--- src/design/jhp_pkg.sv ---
// Package for the JPEG header marker parser: parse phases, record kinds,
// the record word type passed between front and back, and the zigzag table.
// No dependencies.
`timescale 1ns / 1ps
`default_nettype none

package jhp_pkg;

    // Number of entries in one quantization table.
    localparam int QUANT_ENTRIES = 64;
    localparam int QPOS_W        = $clog2(QUANT_ENTRIES);

    // Depth of the record queue between front and back.
    localparam int QUEUE_DEPTH = 4;
    localparam int QPTR_W      = $clog2(QUEUE_DEPTH);
    localparam int QCNT_W      = $clog2(QUEUE_DEPTH + 1);

    // Marker bytes.
    localparam logic [7:0] MARK_PREFIX = 8'hFF;
    localparam logic [7:0] MARK_SOI    = 8'hD8;
    localparam logic [7:0] MARK_SOF0   = 8'hC0;
    localparam logic [7:0] MARK_DQT    = 8'hDB;
    localparam logic [7:0] MARK_COM    = 8'hFE;

    typedef enum logic [3:0] {
        PH_SOI0      = 4'd0,
        PH_SOI1      = 4'd1,
        PH_SCAN      = 4'd2,
        PH_DEAD      = 4'd3,
        PH_SOF_LEN   = 4'd4,
        PH_SOF_PREC  = 4'd5,
        PH_SOF_H     = 4'd6,
        PH_SOF_W     = 4'd7,
        PH_SOF_N     = 4'd8,
        PH_SOF_COMP  = 4'd9,
        PH_DQT_LEN   = 4'd10,
        PH_DQT_HDR   = 4'd11,
        PH_DQT_ENT   = 4'd12,
        PH_COM_LEN   = 4'd13,
        PH_COM_BYTES = 4'd14
    } phase_t;

    typedef enum logic [3:0] {
        KIND_NOT_JPEG  = 4'd0,
        KIND_PRECISION = 4'd1,
        KIND_HEIGHT    = 4'd2,
        KIND_WIDTH     = 4'd3,
        KIND_NCOMP     = 4'd4,
        KIND_COMPONENT = 4'd5,
        KIND_QHEADER   = 4'd6,
        KIND_QENTRY    = 4'd7,
        KIND_COMMENT   = 4'd8
    } kind_t;

    // One result word. For quant entries the front puts the zigzag
    // position in entry_index; the back maps it to natural order.
    typedef struct packed {
        kind_t       record_kind;
        logic [15:0] field_value;
        logic [7:0]  entry_index;
        logic [7:0]  component_id;
        logic [3:0]  horizontal_factor;
        logic [3:0]  vertical_factor;
        logic [3:0]  table_select;
        logic        last_in_segment;
    } rec_t;

    // Natural-order index for each zigzag position.
    localparam logic [5:0] ZIGZAG_NAT [QUANT_ENTRIES] = '{
        6'd0,  6'd1,  6'd8,  6'd16, 6'd9,  6'd2,  6'd3,  6'd10,
        6'd17, 6'd24, 6'd32, 6'd25, 6'd18, 6'd11, 6'd4,  6'd5,
        6'd12, 6'd19, 6'd26, 6'd33, 6'd40, 6'd48, 6'd41, 6'd34,
        6'd27, 6'd20, 6'd13, 6'd6,  6'd7,  6'd14, 6'd21, 6'd28,
        6'd35, 6'd42, 6'd49, 6'd56, 6'd57, 6'd50, 6'd43, 6'd36,
        6'd29, 6'd22, 6'd15, 6'd23, 6'd30, 6'd37, 6'd44, 6'd51,
        6'd58, 6'd59, 6'd52, 6'd45, 6'd38, 6'd31, 6'd39, 6'd46,
        6'd53, 6'd60, 6'd61, 6'd54, 6'd47, 6'd55, 6'd62, 6'd63
    };

endpackage

`default_nettype wire

--- src/design/jpeg_header_marker_parser_top.sv ---
// JPEG header marker parser, top level: front end, record queue, output stage.
// Depends on jhp_pkg, jhp_front, jhp_queue and jhp_back.
//
// Usage:
//   The slave channel takes one stream byte per word in tdata; tuser set marks
//   the first byte of a new stream and restarts the parser on that byte. The
//   first two bytes must be FF D8, else a single "not JPEG" record is given and
//   the rest of the stream is dropped until the next start flag. After that,
//   SOF0, DQT and COM segments are turned into records on the master channel,
//   at most one record per input byte; tlast marks the last record of a segment.
//   Throughput is one byte per cycle while the queue is not full: the phase
//   machine updates once per byte and a four-word record queue decouples it
//   from the output. The record of an accepted byte is written into the queue
//   and then moved into the output register, which offers it on the master
//   channel. When the receiver stalls, records collect in the queue and the
//   output register; s_axis_tready drops only when the queue is full, and no
//   record is lost. Reset puts the parser in the expect-start-of-image phase
//   and empties the queue and output.
`timescale 1ns / 1ps
`default_nettype none

module jpeg_header_marker_parser_top (
    input  wire logic        clk,
    input  wire logic        rst_n,
    input  wire logic        s_axis_tvalid,
    output logic             s_axis_tready,
    input  wire logic [7:0]  s_axis_tdata,   // [7:0] byte_value
    input  wire logic        s_axis_tuser,   // [0] stream_start
    output logic             m_axis_tvalid,
    input  wire logic        m_axis_tready,
    // [15:0] field_value, [23:16] entry_index, [31:24] component_id,
    // [35:32] horizontal_factor, [39:36] vertical_factor,
    // [43:40] table_select, [47:44] zero
    output logic [47:0]      m_axis_tdata,
    output logic [3:0]       m_axis_tuser,   // [3:0] record_kind
    output logic             m_axis_tlast    // last_in_segment
);
    import jhp_pkg::*;

    rec_t  front_rec;
    rec_t  queue_rec;
    rec_t  out_rec;
    logic  front_push;
    logic  queue_full;
    logic  queue_empty;
    logic  queue_pop;
    logic  byte_accept;

    assign s_axis_tready = !queue_full;
    assign byte_accept   = s_axis_tvalid && s_axis_tready;

    jhp_front u_front (
        .clk          (clk),
        .rst_n        (rst_n),
        .byte_accept  (byte_accept),
        .byte_value   (s_axis_tdata),
        .stream_start (s_axis_tuser),
        .rec          (front_rec),
        .rec_push     (front_push)
    );

    jhp_queue u_queue (
        .clk      (clk),
        .rst_n    (rst_n),
        .push     (front_push),
        .push_rec (front_rec),
        .pop      (queue_pop),
        .pop_rec  (queue_rec),
        .full     (queue_full),
        .empty    (queue_empty)
    );

    jhp_back u_back (
        .clk       (clk),
        .rst_n     (rst_n),
        .q_rec     (queue_rec),
        .q_empty   (queue_empty),
        .q_pop     (queue_pop),
        .out_rec   (out_rec),
        .out_valid (m_axis_tvalid),
        .out_ready (m_axis_tready)
    );

    // Pack the output word, first field in the lowest bits.
    assign m_axis_tdata = {4'd0,
                           out_rec.table_select,
                           out_rec.vertical_factor,
                           out_rec.horizontal_factor,
                           out_rec.component_id,
                           out_rec.entry_index,
                           out_rec.field_value};
    assign m_axis_tuser = out_rec.record_kind;
    assign m_axis_tlast = out_rec.last_in_segment;

endmodule

`default_nettype wire

--- src/design/jhp_front.sv ---
// Front end of the JPEG header marker parser: byte-level phase machine that
// turns accepted bytes into record words. Depends on jhp_pkg.
`timescale 1ns / 1ps
`default_nettype none

module jhp_front (
    input  wire logic         clk,
    input  wire logic         rst_n,
    input  wire logic         byte_accept,
    input  wire logic [7:0]   byte_value,
    input  wire logic         stream_start,
    output jhp_pkg::rec_t     rec,
    output logic              rec_push
);
    import jhp_pkg::*;

    phase_t              phase_reg, phase_next, phase_cur;
    logic [7:0]          prev_reg, prev_next;
    logic [15:0]         remain_reg, remain_next;
    logic [1:0]          fcount_reg, fcount_next;
    logic [7:0]          comp_left_reg, comp_left_next;
    logic [7:0]          hold_reg, hold_next;
    logic                wide_reg, wide_next;
    logic [QPOS_W-1:0]   qpos_reg, qpos_next;
    logic [15:0]         com_len;
    logic [15:0]         remain_dec;
    logic [7:0]          comp_dec;
    logic                emit;

    // A start flag restarts the parse on this very byte.
    assign phase_cur  = stream_start ? PH_SOI0 : phase_reg;
    assign com_len    = {hold_reg, byte_value};
    assign remain_dec = remain_reg - 16'd1;
    assign comp_dec   = comp_left_reg - 8'd1;

    // Next-state logic.
    always_comb
    begin
        phase_next     = phase_cur;
        prev_next      = byte_value;
        remain_next    = remain_reg;
        fcount_next    = fcount_reg;
        comp_left_next = comp_left_reg;
        hold_next      = hold_reg;
        wide_next      = wide_reg;
        qpos_next      = qpos_reg;
        case (phase_cur)
            PH_SOI0:
            begin
                phase_next = PH_SOI1;
            end
            PH_SOI1:
            begin
                if (prev_reg == MARK_PREFIX && byte_value == MARK_SOI)
                    phase_next = PH_SCAN;
                else
                    phase_next = PH_DEAD;
            end
            PH_DEAD:
            begin
                phase_next = PH_DEAD;
            end
            PH_SOF_LEN, PH_DQT_LEN, PH_COM_LEN:
            begin
                if (fcount_reg == 2'd0)
                begin
                    hold_next   = byte_value;
                    fcount_next = 2'd1;
                end
                else
                begin
                    fcount_next = 2'd0;
                    if (phase_cur == PH_SOF_LEN)
                        phase_next = PH_SOF_PREC;
                    else if (phase_cur == PH_DQT_LEN)
                        phase_next = PH_DQT_HDR;
                    else
                    begin
                        remain_next = (com_len >= 16'd2) ? com_len - 16'd2 : 16'd0;
                        phase_next  = (com_len > 16'd2) ? PH_COM_BYTES : PH_SCAN;
                    end
                end
            end
            PH_SOF_PREC:
            begin
                phase_next = PH_SOF_H;
            end
            PH_SOF_H, PH_SOF_W:
            begin
                if (fcount_reg == 2'd0)
                begin
                    hold_next   = byte_value;
                    fcount_next = 2'd1;
                end
                else
                begin
                    fcount_next = 2'd0;
                    phase_next  = (phase_cur == PH_SOF_H) ? PH_SOF_W : PH_SOF_N;
                end
            end
            PH_SOF_N:
            begin
                comp_left_next = byte_value;
                remain_next    = {8'd0, byte_value};
                fcount_next    = 2'd0;
                phase_next     = (byte_value == 8'd0) ? PH_SCAN : PH_SOF_COMP;
            end
            PH_SOF_COMP:
            begin
                if (fcount_reg == 2'd0)
                begin
                    hold_next   = byte_value;
                    fcount_next = 2'd1;
                end
                else if (fcount_reg == 2'd1)
                    fcount_next = 2'd2;
                else
                begin
                    fcount_next    = 2'd0;
                    comp_left_next = comp_dec;
                    if (comp_dec == 8'd0)
                        phase_next = PH_SCAN;
                end
            end
            PH_DQT_HDR:
            begin
                wide_next   = (byte_value[7:4] != 4'd0);
                qpos_next   = '0;
                fcount_next = 2'd0;
                phase_next  = PH_DQT_ENT;
            end
            PH_DQT_ENT:
            begin
                if (wide_reg && fcount_reg == 2'd0)
                begin
                    hold_next   = byte_value;
                    fcount_next = 2'd1;
                end
                else
                begin
                    fcount_next = 2'd0;
                    qpos_next   = qpos_reg + 1'b1;
                    if (qpos_reg == QPOS_W'(QUANT_ENTRIES - 1))
                        phase_next = PH_SCAN;
                end
            end
            PH_COM_BYTES:
            begin
                remain_next = remain_dec;
                if (remain_dec == 16'd0)
                    phase_next = PH_SCAN;
            end
            PH_SCAN:
            begin
                if (prev_reg == MARK_PREFIX)
                begin
                    fcount_next = 2'd0;
                    if (byte_value == MARK_SOF0)
                        phase_next = PH_SOF_LEN;
                    else if (byte_value == MARK_DQT)
                        phase_next = PH_DQT_LEN;
                    else if (byte_value == MARK_COM)
                        phase_next = PH_COM_LEN;
                end
            end
            default:
            begin
                phase_next = PH_SCAN;
            end
        endcase
    end

    // Record output logic.
    always_comb
    begin
        rec  = '0;
        emit = 1'b0;
        case (phase_cur)
            PH_SOI1:
            begin
                if (!(prev_reg == MARK_PREFIX && byte_value == MARK_SOI))
                begin
                    emit            = 1'b1;
                    rec.record_kind = KIND_NOT_JPEG;
                end
            end
            PH_SOF_PREC:
            begin
                emit            = 1'b1;
                rec.record_kind = KIND_PRECISION;
                rec.field_value = {8'd0, byte_value};
            end
            PH_SOF_H, PH_SOF_W:
            begin
                if (fcount_reg != 2'd0)
                begin
                    emit            = 1'b1;
                    rec.record_kind = (phase_cur == PH_SOF_H) ? KIND_HEIGHT : KIND_WIDTH;
                    rec.field_value = {hold_reg, byte_value};
                end
            end
            PH_SOF_N:
            begin
                emit                = 1'b1;
                rec.record_kind     = KIND_NCOMP;
                rec.field_value     = {8'd0, byte_value};
                rec.last_in_segment = (byte_value == 8'd0);
            end
            PH_SOF_COMP:
            begin
                if (fcount_reg == 2'd2)
                begin
                    emit                  = 1'b1;
                    rec.record_kind       = KIND_COMPONENT;
                    rec.entry_index       = remain_reg[7:0] - comp_left_reg;
                    rec.component_id      = hold_reg;
                    rec.horizontal_factor = prev_reg[7:4];
                    rec.vertical_factor   = prev_reg[3:0];
                    rec.table_select      = byte_value[3:0];
                    rec.last_in_segment   = (comp_dec == 8'd0);
                end
            end
            PH_DQT_HDR:
            begin
                emit            = 1'b1;
                rec.record_kind = KIND_QHEADER;
                rec.field_value = {12'd0, byte_value[7:4]} + 16'd1;
                rec.table_select = byte_value[3:0];
            end
            PH_DQT_ENT:
            begin
                if (!(wide_reg && fcount_reg == 2'd0))
                begin
                    emit                = 1'b1;
                    rec.record_kind     = KIND_QENTRY;
                    rec.field_value     = wide_reg ? {hold_reg, byte_value}
                                                   : {8'd0, byte_value};
                    rec.entry_index     = 8'(qpos_reg);
                    rec.last_in_segment = (qpos_reg == QPOS_W'(QUANT_ENTRIES - 1));
                end
            end
            PH_COM_BYTES:
            begin
                emit                = 1'b1;
                rec.record_kind     = KIND_COMMENT;
                rec.field_value     = {8'd0, byte_value};
                rec.last_in_segment = (remain_dec == 16'd0);
            end
            default:
            begin
                emit = 1'b0;
            end
        endcase
    end

    assign rec_push = byte_accept && emit;

    // State registers advance once per accepted byte.
    always_ff @(posedge clk or negedge rst_n)
    begin
        if (!rst_n)
        begin
            phase_reg     <= PH_SOI0;
            prev_reg      <= 8'd0;
            remain_reg    <= 16'd0;
            fcount_reg    <= 2'd0;
            comp_left_reg <= 8'd0;
            hold_reg      <= 8'd0;
            wide_reg      <= 1'b0;
            qpos_reg      <= '0;
        end
        else if (byte_accept)
        begin
            phase_reg     <= phase_next;
            prev_reg      <= prev_next;
            remain_reg    <= remain_next;
            fcount_reg    <= fcount_next;
            comp_left_reg <= comp_left_next;
            hold_reg      <= hold_next;
            wide_reg      <= wide_next;
            qpos_reg      <= qpos_next;
        end
    end

endmodule

`default_nettype wire

--- src/design/jhp_queue.sv ---
// Short record queue between the parser front end and the output stage.
// Register-based, one write and one read port. Depends on jhp_pkg.
`timescale 1ns / 1ps
`default_nettype none

module jhp_queue (
    input  wire logic          clk,
    input  wire logic          rst_n,
    input  wire logic          push,
    input  wire jhp_pkg::rec_t push_rec,
    input  wire logic          pop,
    output jhp_pkg::rec_t      pop_rec,
    output logic               full,
    output logic               empty
);
    import jhp_pkg::*;

    rec_t               slot_reg [QUEUE_DEPTH];
    logic [QPTR_W-1:0]  wr_ptr_reg, rd_ptr_reg;
    logic [QCNT_W-1:0]  count_reg, count_next;

    assign full    = (count_reg == QCNT_W'(QUEUE_DEPTH));
    assign empty   = (count_reg == '0);
    assign pop_rec = slot_reg[rd_ptr_reg];

    always_comb
    begin
        count_next = count_reg;
        if (push && !pop)
            count_next = count_reg + 1'b1;
        else if (pop && !push)
            count_next = count_reg - 1'b1;
    end

    // Storage needs no reset.
    always_ff @(posedge clk)
    begin
        if (push)
            slot_reg[wr_ptr_reg] <= push_rec;
    end

    always_ff @(posedge clk or negedge rst_n)
    begin
        if (!rst_n)
        begin
            wr_ptr_reg <= '0;
            rd_ptr_reg <= '0;
            count_reg  <= '0;
        end
        else
        begin
            if (push)
                wr_ptr_reg <= wr_ptr_reg + 1'b1;
            if (pop)
                rd_ptr_reg <= rd_ptr_reg + 1'b1;
            count_reg <= count_next;
        end
    end

    // A word is never written into a full queue.
    assert property (@(posedge clk) disable iff (!rst_n) push |-> !full)
        else $error("queue overflow");

    // A word is never taken from an empty queue.
    assert property (@(posedge clk) disable iff (!rst_n) pop |-> !empty)
        else $error("queue underflow");

    // The fill count rises on a push without a pop.
    assert property (@(posedge clk) disable iff (!rst_n)
        (push && !pop) |=> count_reg == $past(count_reg) + 1'b1)
        else $error("queue count did not rise on push");

    // Write and read pointers stay apart by the fill count.
    assert property (@(posedge clk) disable iff (!rst_n)
        QPTR_W'(count_reg) == QPTR_W'(wr_ptr_reg - rd_ptr_reg))
        else $error("queue pointers disagree with count");

endmodule

`default_nettype wire

--- src/design/jhp_back.sv ---
// Back end of the JPEG header marker parser: takes record words from the
// queue, maps quant entries to natural order and holds the output word.
// Depends on jhp_pkg.
`timescale 1ns / 1ps
`default_nettype none

module jhp_back (
    input  wire logic          clk,
    input  wire logic          rst_n,
    input  wire jhp_pkg::rec_t q_rec,
    input  wire logic          q_empty,
    output logic               q_pop,
    output jhp_pkg::rec_t      out_rec,
    output logic               out_valid,
    input  wire logic          out_ready
);
    import jhp_pkg::*;

    rec_t  out_reg, out_next;
    logic  valid_reg;

    // Load a new word when the output is free or being taken.
    assign q_pop = !q_empty && (!valid_reg || out_ready);

    // Quant entries carry their zigzag position; turn it into natural order.
    always_comb
    begin
        out_next = q_rec;
        if (q_rec.record_kind == KIND_QENTRY)
            out_next.entry_index = {2'd0, ZIGZAG_NAT[q_rec.entry_index[QPOS_W-1:0]]};
    end

    always_ff @(posedge clk)
    begin
        if (q_pop)
            out_reg <= out_next;
    end

    always_ff @(posedge clk or negedge rst_n)
    begin
        if (!rst_n)
            valid_reg <= 1'b0;
        else if (q_pop)
            valid_reg <= 1'b1;
        else if (out_ready)
            valid_reg <= 1'b0;
    end

    assign out_rec   = out_reg;
    assign out_valid = valid_reg;

endmodule

`default_nettype wire
--- config.mk ---
export PLATFORM = sky130hd
export DESIGN_NAME = jpeg_header_marker_parser_top
export DESIGN_NICKNAME = d
export VERILOG_FILES = /design/src/design/jhp_pkg.sv /design/src/design/jpeg_header_marker_parser_top.sv /design/src/design/jhp_front.sv /design/src/design/jhp_queue.sv /design/src/design/jhp_back.sv
export SDC_FILE = /design/constraint.sdc
export NUM_CORES = 1
export LEC_CHECK = 0
export ABC_AREA = 1
export ABC_CLOCK_PERIOD_IN_PS = 4380
export BUFFER_PORTS_ARGS = -buffer_cell sky130_fd_sc_hd__buf_2
export CAP_MARGIN = 20
export CORE_MARGIN = 3
export CORE_UTILIZATION = 56
export CTS_CLUSTER_DIAMETER = 150
export DETAILED_ROUTE_END_ITERATION = 10
export HOLD_SLACK_MARGIN = 0.05
export PLACE_DENSITY_LB_ADDON = 0.3
export SLEW_MARGIN = 30
export SYNTH_ARGS = -nofsm -noshare
export SYNTH_HDL_FRONTEND = slang
export SYNTH_HIERARCHICAL = 1
export SYNTH_SLANG_ARGS = --single-unit
--- constraint.sdc ---
create_clock -name clk -period 4.38 [get_ports clk]
set_input_delay 0.219 -clock clk [delete_from_list [all_inputs] [get_ports clk]]
set_output_delay 0.219 -clock clk [all_outputs]
set_load 0.01 [all_outputs]
## Word-level counts from Yosys, hierarchy flattened

Memories as Yosys holds them, arrays and structs flattened.
Index checks and enable logic that the tools add are counted.

| cells by class | value |
|---|---|
| magnitude comparators | 3 |
| reduce and logical (&&, ||, !) cells | 41 |
| multiplexer cells | 66 |
| add/sub/neg operators | 10 |
| bitwise logic cells | 1 |
| eq/ne operators | 33 |

Operators with widths:

| cell | count |
|---|---|
| $mux 16 | 6 |
| $mux 4 | 18 |
| $pmux 16 s4 | 1 |
| $pmux 16 s3 | 1 |
| $pmux 4 s12 | 1 |
| $pmux 8 s2 | 3 |
| $eq 8x8->1 const B | 5 |
| $mux 8 | 4 |
| $mux 29 | 1 |
| $eq 4x4->1 const B | 7 |
| $pmux 4 s7 | 1 |
| $mux 27 | 1 |
| $mux 6 | 4 |
| $eq 4x3->1 const B | 5 |
| $mux 20 | 1 |
| $ge 16x2->1 const B | 1 |
| $gt 16x2->1 const B | 1 |
| $logic_not 16->1 | 1 |
| $logic_not 8->1 | 2 |
| $sub 16x1->16 const B | 1 |
| $sub 16x2->16 const B | 1 |
| $mux 1 | 13 |
| $ne 2x2->1 const B | 6 |
| $pmux 6 s2 | 1 |
| other kinds (41) | 68 |

| word-level totals | value |
|---|---|
| RAM bits | 196 |
| logic and storage cells | 177 |
| output and inout bits | 55 |
| flip-flop bits (word level) | 110 |
| ROM bits | 384 |
| memories kept | 2 |

Memories:

| memory | words | bits a word | read ports | clocked after Yosys merged registers in | write ports | RTL line | text |
|---|---|---|---|---|---|---|---|
| (name not given) | 64 | 6 | 1 | 0 | 0 | jhp_back.sv:30 | `out_next.entry_index = {2'd0, ZIGZAG_NAT[q_rec.entry_index[QPOS_W-1:0]]};` |
| u_queue.slot_reg | 4 | 49 | 1 | 0 | 1 | jhp_queue.sv:18 | `rec_t slot_reg [QUEUE_DEPTH];` |

## Logic depth before layout (Yosys ltp)

Gate-level depths: netlist (run 1).

| depth | value |
|---|---|
| word-level depth | 9 |
| depth in mapped cells | 18 |
| gate-level depth less buffers | 18 |

## Modules after synthesis

Netlist (run 1), hierarchy kept.

By module, submodules not included:

| module | sequential area each (um^2) | times used | area each (um^2) | cells each |
|---|---|---|---|---|
| jhp_queue | 6060.8 | 1 | 8549.4 | 620 |
| jhp_front | 1326.3 | 1 | 4576.9 | 719 |
| jhp_back | 1496.4 | 1 | 2383.5 | 219 |
| jpeg_header_marker_parser_top | 0.0 | 1 | 47.5 | 8 |

## Worst setup path before layout (run 1)

Ideal clock, no wire load.

| timing | value |
|---|---|
| path type | register to register |
| from | reg u_queue.count_reg[0] |
| to | reg u_queue.count_reg[1] |
| clock period less this slack | 4172 ps |
| arrival | 4056 ps |
| slack | 208 ps |
| stages on the path, launching flop included | 9 |
| cell sequence | dfrtp_1 -> nor3_1 -> a21oi_1 -> inv_1 -> ha_1 -> inv_1 -> fa_1 -> nand2_1 -> nand2_1 |

| on the way | value |
|---|---|
| elaborated cells on any way between the ends | 16 |
| classes of those cells | add/sub: 2; eq/ne: 1; mux: 2; reduce/logical: 11 |

RTL lines:

| what | RTL line | text |
|---|---|---|
| start, declared | jhp_queue.sv:20 | `logic [QCNT_W-1:0] count_reg, count_next;` |
| start signal, assigned | jhp_queue.sv:56 | `count_reg <= count_next;` |
| $logic_not 3->1 | jhp_queue.sv:23 | `assign empty = (count_reg == '0);` |
| named net queue_empty | jpeg_header_marker_parser_top.sv:45 | `logic queue_empty;` |
| $logic_not 1->1 | jhp_back.sv:23 | `assign q_pop = !q_empty && (!valid_reg \|\| out_ready);` |
| $logic_and 1x1->1 | jhp_back.sv:23 |  |
| named net queue_pop | jpeg_header_marker_parser_top.sv:46 | `logic queue_pop;` |
| $logic_not 1->1 | jhp_queue.sv:29 | `if (push && !pop)` |
| $logic_and 1x1->1 | jhp_queue.sv:29 |  |
| $mux 3 | jhp_queue.sv:29 |  |
| named net u_queue.count_next[1] | jhp_queue.sv:20 |  |

The timed path passes the listed nets, and every way through them passes these cells. The select of a mux whose other input is x is not followed.
A chain may end at the register's enable or synchronous reset.

## Worst setup path after layout (run 1)

| timing | value |
|---|---|
| from | reg u_front.phase_reg[0] |
| to | mem u_queue/slot_reg[1][30] in the netlist's numbering, enable pin |

| on the way | value |
|---|---|
| longest elaborated chain between the ends | 7 |
| elaborated cells on any way between the ends | 16 |
| classes of those cells | eq/ne: 9; mux: 4; reduce/logical: 3 |

RTL lines:

| what | RTL line | text |
|---|---|---|
| start, declared | jhp_front.sv:17 | `phase_t phase_reg, phase_next, phase_cur;` |
| start signal, assigned | jhp_front.sv:274 | `phase_reg <= phase_next;` |
| $mux 4 (*) | jhp_front.sv:31 | `assign phase_cur = stream_start ? PH_SOI0 : phase_reg;` |
| $eq 4x3->1 / $eq 4x4->1 (equally long branches) | jhp_front.sv:178 | `case (phase_cur)` |
| $reduce_or 4->1 (no line) / $reduce_or 2->1 (equally long branches) | -- |  |
| $pmux 1 s5 (*) | jhp_front.sv:178 |  |
| $logic_and 1x1->1 (*) | jhp_front.sv:256 | `assign rec_push = byte_accept && emit;` |
| named net front_push | jpeg_header_marker_parser_top.sv:43 | `logic front_push;` |
| $mux 1 (*) | jhp_queue.sv:38 | `if (push)` |
| $mux 1 (implied by the code) (*) | jhp_queue.sv:39 | `slot_reg[wr_ptr_reg] <= push_rec;` |
| end, declared | jhp_queue.sv:18 |  |

Mark *: on every way through the listed nets, which the timed path passes. The rest lies on a longest branch.

==> impl_metrics.csv, run 1 <==
group,metric,value,unit
run_status,status,"finished clean",
yosys,synth_area_leaders,"edfxtp_1, dfrtp_1, nand2_1",
cts,clkSlewWorstSetupHoldPaths,0.06,ns
cts,clk_latency,0.58,ns
drt,final_antenna_net_count,0,
cts,numCtsBuffers,30,
placed_design,dp_slack,1.18,ns
floorplanning,coreArea,27100,µm²
floorplanning,dieHeight,173,µm
drt,drt-total-wl,34800,µm
power_and_ir_drop,switching_share,37.3,%
cts,cts_tree,"done",
setup_path,crit_path_start_kind,"register",
yosys,ys_seq_area_share,57.1,%
placed_design,dpl_cell_area,16100,µm²
placed_design,io_buffers,63,
timing,setup_ws,1.16,ns
timing,fmax,311,MHz
power_and_ir_drop,p_clk_share,25.1,%
setup_path,crit_arrival,3.45,ns
yosys,synthArstFlopShare,19.9,%
cts,clockRootBuffer,"clkbuf_16",
setup_path,reg2reg_from,"u_front/phase_reg[0]",
yosys,synth_edf_count,245,
power_and_ir_drop,power_frac_seq,40.8,%
timing,rsz0062_at_grt,"no",
min_path,hold_class,"input port to register",
cells_and_area,area_growth,10.1,%
yosys,ys.warnings.count,6,
drt,first_pass_iters,5,
yosys,synth_top_area_share,47.3,%
timing,setup_violations,0,
cells_and_area,final_nets,1678,
power_and_ir_drop,power_switching,3.70,mW
cts,cts_htree_levels,1,
cts,cts_buffer_depth,3,
drt,first_iter_violations,989,
timing,worst_pin_slew,0.897,ns
grt,grt_pass1_vias,10710,
job,drv_cap,0,
power_and_ir_drop,p_leak,7.26,nW
drt,drc,0,
min_path,min-delay-start,"s_axis_tvalid",
timing,hold_viol,0,
cells_and_area,n_antenna_cell,0,
setup_path,worstSetupStartpoint,"u_front/phase_reg[0]",
grt,gr-usage-all-layers,23.1,%
yosys,synth_area,15600,µm²
power_and_ir_drop,powerDensity,579,nW/µm²
power_and_ir_drop,p_int,6.22,mW
floorplanning,start_util,57.4,%
floorplanning,io_pins,68,
drt,drt-vias-per-instance,5.45,
yosys,yosysTopAreaCell,"edfxtp_1",
yosys,syn_area_per_cell,9.93,µm²
grt,grt_pass1_wl,56200,µm
cts,cts.sinks,306,
timing,finalClockSkew,0.0129,ns
power_and_ir_drop,p_total,9.92,mW
cells_and_area,stdcell_area,17100,µm²
floorplanning,die_x,173,µm
setup_path,endpoint,"u_queue/slot_reg[1][30]",
grt,antenna_found_initial,1,
drt,vias,11038,
floorplanning,rows,60,
timing,finalCriticalPeriod,3.22,ns
placed_design,place_hpwl,23100,µm
yosys,synthDistinctLibCells,49,
setup_path,reg2regPathDepth,15,
grt,gr-total-overflow,0,
floorplanning,die-area,29800,µm²
placed_design,gp_congestion,0.949,
cells_and_area,drive_above_1_share,15.2,%
timing,min_period_over_period,73.4,%
timing,drv_slew,0,
setup_path,required,4.62,ns
cts,ctsResizeCount,0,
power_and_ir_drop,peakVddDrop,0.000347,V
grt,grt_max_degree,78,
yosys,synth_ff_type,"edfxtp_1",
timing,slew_headroom,40.2,%
setup_path,worst-r2r-setup-slack,1.16,ns
setup_path,critPathKind,"register to register",
power_and_ir_drop,combPwrFrac,34.1,%
cells_and_area,stdcell_count,2025,
yosys,synthCells,1566,
drt,wl_per_cell,17.2,µm
setup_path,end_kind,"register",
cells_and_area,largest_reg_flops,196,
setup_path,reg2reg_to,"u_queue/slot_reg[1][30]",
yosys,synth-seq-cells,306,
timing,tns,0,ns
placed_design,dp.cells,1959,
setup_path,crit_fanout,25,
## Yosys cell counts (2+ instances only)
| cell type | n |
|---|---|
| a21oi_1 | 33 |
| a22oi_1 | 2 |
| a31oi_1 | 8 |
| a41oi_1 | 2 |
| buf_2 | 20 |
| buf_4 | 9 |
| buf_6 | 17 |
| buf_8 | 3 |
| clkbuf_1 | 12 |
| clkinv_1 | 2 |
| dfrtp_1 | 61 |
| edfxtp_1 | 245 |
| fa_1 | 2 |
| ha_1 | 34 |
| inv_1 | 218 |
| inv_2 | 10 |
| nand2_1 | 380 |
| nand2_2 | 16 |
| nand3_1 | 61 |
| nand3_2 | 3 |
| nand3b_1 | 4 |
| nand4_1 | 12 |
| nor2_1 | 140 |
| nor2_2 | 14 |
| nor2_4 | 2 |
| nor3_1 | 18 |
| nor3_2 | 3 |
| o211ai_1 | 49 |
| o211ai_2 | 58 |
| o21ai_0 | 57 |
| o21ai_1 | 10 |
| o21ai_2 | 8 |
| o22ai_1 | 12 |
| o31ai_1 | 3 |
| xnor2_1 | 3 |
| xor2_1 | 22 |
## what timing repair did
action                                 4_1_cts  5_1_grt
setup buffers                                0        0
endpoints found under the hold margin       72        0
hold buffers                                10        0
## power groups by stage
| stage | combinational, mW | sequential (mW) | clock, mW |
|---|---|---|---|
| after floorplan | 2.65 | 4.08 | 0 |
| after global placement | 3.30 | 4.08 | 0 |
| after detailed placement | 3.34 | 4.09 | 0 |
| after CTS | 3.37 | 4.04 | 2.54 |
| after global routing | 3.76 | 4.11 | 2.66 |
| final | 3.38 | 4.04 | 2.49 |
## cell usage in the layout (no fill, tap or decap), types with 3 or more instances in the layout
master,instances
inv_1,214
ha_1,34
nor3_2,3
clkbuf_16,30
o22ai_1,12
nand2_2,16
dlygate4sd3_1,10
a21oi_1,32
clkinvlp_4,4
nand3b_1,4
o211ai_1,49
nor2_2,14
o211ai_2,58
xor2_1,22
nand3_1,61
inv_2,14
buf_4,15
o31ai_1,3
nor3_1,18
o21ai_0,57
nand3_2,3
buf_2,63
nor2_1,140
o21ai_2,8
clkinv_1,9
a31oi_1,8
nand4_1,12
clkbuf_1,4
dfrtp_1,59
edfxtp_1,245
nand2_1,380
clkinv_2,6
conb_1,4
xnor2_1,3
o21ai_1,10
## layout make-up
cell class,count,area [µm²]
Clock buffer,35,779
Clock inverter,21,185
Fill cell,2145,9970
Inverter,231,870
Multi-Input combinational cell,970,5370
Sequential cell,306,8890
Tap cell,372,465
Timing Repair Buffer,90,568
## worst max-delay path: stages (launching register included)
cell and delay [ns]:
dfrtp_1 0.40, inv_2 0.07, nor2_2 0.17, nand2_1 0.11, nor2_2 0.11, buf_4 0.21, nand2_1 0.08, buf_4 0.21
nand2_1 0.09, inv_1 0.06, nand2_1 0.06, o31ai_1 0.10, inv_1 0.23, nand2_1 0.10, inv_2 0.43, buf_4 0.43
## through the flow
stage | util, % | hold slack, ns
2_1_floorplan | - | -0.0766
3_3_place_gp | 59.3 | 0.450
3_5_place_dp | 59.3 | 0.457
4_1_cts | 63.2 | 0.237
5_1_grt | 63.2 | 0.268
6_report | 63.2 | 0.256
## metal layers
layer / GRT usage (%) / share of wire [%]
met5: 0 / 0.037
met2: 37.8 / 47
met3: 3.38 / 6.6
met1: 32.1 / 43
met4: 7.50 / 3.4
## worst min path at each step
stage | to | slack (ns) | cells past startpoint
after floorplan | u_back/out_valid | -0.08 | 0
after global placement | u_front/comp_left_reg[6] | 0.45 | 2
after detailed placement | u_front/comp_left_reg[6] | 0.46 | 2
after CTS | u_front/phase_reg[3] | 0.24 | 6
after global routing | u_front/phase_reg[3] | 0.27 | 6
final | u_front/phase_reg[3] | 0.26 | 6
## kinds of logic (layout without fill, tap and decap cells)
logic type               after synthesis  in the layout  synth area share [%]
AND/OR/NAND/NOR                      657            657                  17.8
flip-flops                           306            306                  57.1
buffers and inverters                293            377                  8.50
AO/OA/AOI/OAI                        247            247                  12.1
adder cells (fa/ha/maj)               36             36                  2.99
XOR/XNOR                              25             25                  1.41
other                                  1              4                0.0241
multiplexers                           1              1                0.0724
Power figures use the tool's default switching activity.
==> run 2: changes to the inputs <==
ABC_CLOCK_PERIOD_IN_PS = 3300   (was 4380)
CORE_UTILIZATION = 62   (was 56)
clock period = 3.3 ns   (was 4.38 ns; I/O delays follow)
==> impl_metrics.csv, run 2 (same netlist as run 1, synthesis figures left out) <==
group,metric,value,unit
drt,vias,11233,
drt,drt-vias-per-instance,5.66,
timing,hold_viol,0,
power_and_ir_drop,powerDensity,788,nW/µm²
timing,setup_violations,0,
cts,clk_latency,0.55,ns
timing,slew_headroom,39.3,%
grt,grt_pass1_wl,56000,µm
cells_and_area,drive_above_1_share,15.9,%
timing,hold-worst-slack,0.230,ns
placed_design,gp_congestion,1.01,
drt,first_iter_violations,1411,
grt,gr-usage-all-layers,26.4,%
cells_and_area,final_common_cell,"nand2_1",
setup_path,crit_fanout,8,
grt,met3_usage,3.41,%
min_path,hold_class,"input port to register",
grt,grt_busiest_layer,"met2",
cts,cts_buffer_depth,3,
timing,finalCriticalPeriod,2.99,ns
timing,finalClockSkew,0.0150,ns
cells_and_area,final_nets,1687,
grt,gr-total-overflow,0,
timing,min_period_over_period,90.5,%
setup_path,crit_path_start_kind,"input port",
setup_path,max_stage_delay,0.56,ns
grt,grt_max_degree,78,
setup_path,end_kind,"register",
timing,rsz0062_at_grt,"no",
grt,antenna_found_initial,0,
cts,clockRootBuffer,"clkbuf_16",
cts,cts_setup_buffers,0,
cells_and_area,stdcell_count,1986,
grt,met1_usage,36.7,%
floorplanning,start_util,63.6,%
setup_path,path_cells,"dlygate4sd3_1 -> buf_2 -> inv_1 -> ha_1 -> nand2_1 -> nor2_1 -> nand3_1 -> nand3_1 -> nand2_1 -> o31ai_1 -> inv_1 -> ha_1 -> inv_1 -> fa_1 -> nand2_1 -> nand2_1",
cells_and_area,n_antenna_cell,0,
floorplanning,rows,57,
floorplanning,io_pins,68,
power_and_ir_drop,p_total,13.6,mW
floorplanning,dieHeight,164,µm
drt,first_pass_iters,6,
drt,drt-total-wl,35300,µm
floorplanning,coreArea,24500,µm²
floorplanning,die-area,27000,µm²
cts,cts_tree,"done",
power_and_ir_drop,p_leak,7.38,nW
cells_and_area,largest_reg_flops,196,
cts,cts_htree_levels,1,
grt,grt.met2_usage,42.9,%
min_path,min-delay-start,"s_axis_tuser",
setup_path,critPathKind,"input port to register",
drt,final_antenna_net_count,0,
cells_and_area,fillers,1758,
setup_path,worstSetupStartpoint,"s_axis_tdata[5]",
timing,drv_slew,0,
run_status,status,"finished clean",
cts,numCtsBuffers,30,
power_and_ir_drop,peakVddDrop,0.000447,V
timing,worst_pin_slew,0.910,ns
job,drv_cap,0,
cells_and_area,area_growth,11.0,%
setup_path,reg2reg_from,"u_front/phase_reg[3]",
floorplanning,die_x,164,µm
drt,wl_per_cell,17.8,µm
cells_and_area,layout_common_cells,"nand2_1, edfxtp_1, inv_1",
grt,grt_pass1_vias,10682,
cts,clkSlewWorstSetupHoldPaths,0.06,ns
timing,fmax,335,MHz
setup_path,required,3.74,ns
placed_design,io_buffers,63,
cts,cts.sinks,306,
placed_design,dp.cells,1919,
timing,tns,0,ns
setup_path,crit_arrival,3.42,ns
setup_path,crit_path_top_delay_cell,"dlygate4sd3_1",
setup_path,cp_common_cell,"nand2_1",
placed_design,place_hpwl,23300,µm
drt,drc,0,
run 2: changes by cell type in the layout (fill, tap and decap cells not counted), moves of 2 or more:
cell | before | now
buf_12 | 2 | 4
clkinv_1 | 9 | 2
buf_4 | 15 | 21
clkinvlp_4 | 4 | 0
bufinv_16 | 2 | 5
clkbuf_1 | 4 | 7
clkbuf_8 | 1 | 4
run 2: layout make-up:
type	count	area [µm²]	share of cell area, %
clock buffer	42	857	4.96
clock inverter	14	209	1.21
inverter	231	870	5.04
multi-input combinational	970	5380	31.1
sequential	306	8890	51.5
tap	324	405	2.35
timing repair buffer	99	663	3.84
run 2: what timing repair did:
| item | 4_1_cts | 5_1_grt |
|---|---|---|
| hold endpoints to repair | 51 | 0 |
| gates resized for setup | 0 | 0 |
| hold buffers | 11 | 0 |
| endpoints found under the setup margin | 0 | 0 |
run 2: worst max-delay path: cells and delay by family:
| family | cells | cell delay (ns) |
|---|---|---|
| AO/OA/AOI/OAI | 1 | 0.42 |
| adder cells (fa/ha/maj) | 3 | 0.91 |
| buffers and inverters | 5 | 1.34 |
| AND/OR/NAND/NOR | 7 | 0.57 |
run 2: final timing paths:
| check | end | slack [ns] | depth (start not counted) |
|---|---|---|---|
| min reg2reg | u_front/hold_reg[6] | 0.50 | 2 |
| max | u_queue/count_reg[1] | 0.31 | 16 |
| min | u_front/phase_reg[3] | 0.23 | 8 |
| max in group asynchronous | u_queue/wr_ptr_reg[0] | 2.07 | 4 |
| min in group asynchronous | u_front/comp_left_reg[2] | 0.24 | 2 |
| max reg2reg | u_queue/count_reg[1] | 0.38 | 13 |
run 2: where the power goes:
| group | total, mW | leakage (nW) | internal (mW) | switching, mW |
|---|---|---|---|---|
| sequential | 5.33 | 2.95 | 4.93 | 0.399 |
| combinational | 4.65 | 3.90 | 1.54 | 3.11 |
| clock | 3.63 | 0.527 | 2.21 | 1.42 |
run 2: routing by layer:
layer	wire length [µm]	share of wire [%]	vias to the layer above
met1	14700	42	5304
met3	2510	7.1	86
li1	-	-	5380
met2	16800	48	463
met4	1250	3.6	0
met5	0	0	-
run 2: metrics by stage:
| step | setup WS (ns) | area [µm²] | util (%) |
|---|---|---|---|
| after CTS | 0.403 | 17300 | 70.6 |
| after global placement | 0.469 | 16100 | 65.8 |
| after global routing | 0.173 | 17300 | 70.6 |
| after floorplan | 0.315 | 15600 | - |
| after detailed placement | 0.420 | 16100 | 65.8 |
| final | 0.313 | 17300 | 70.6 |
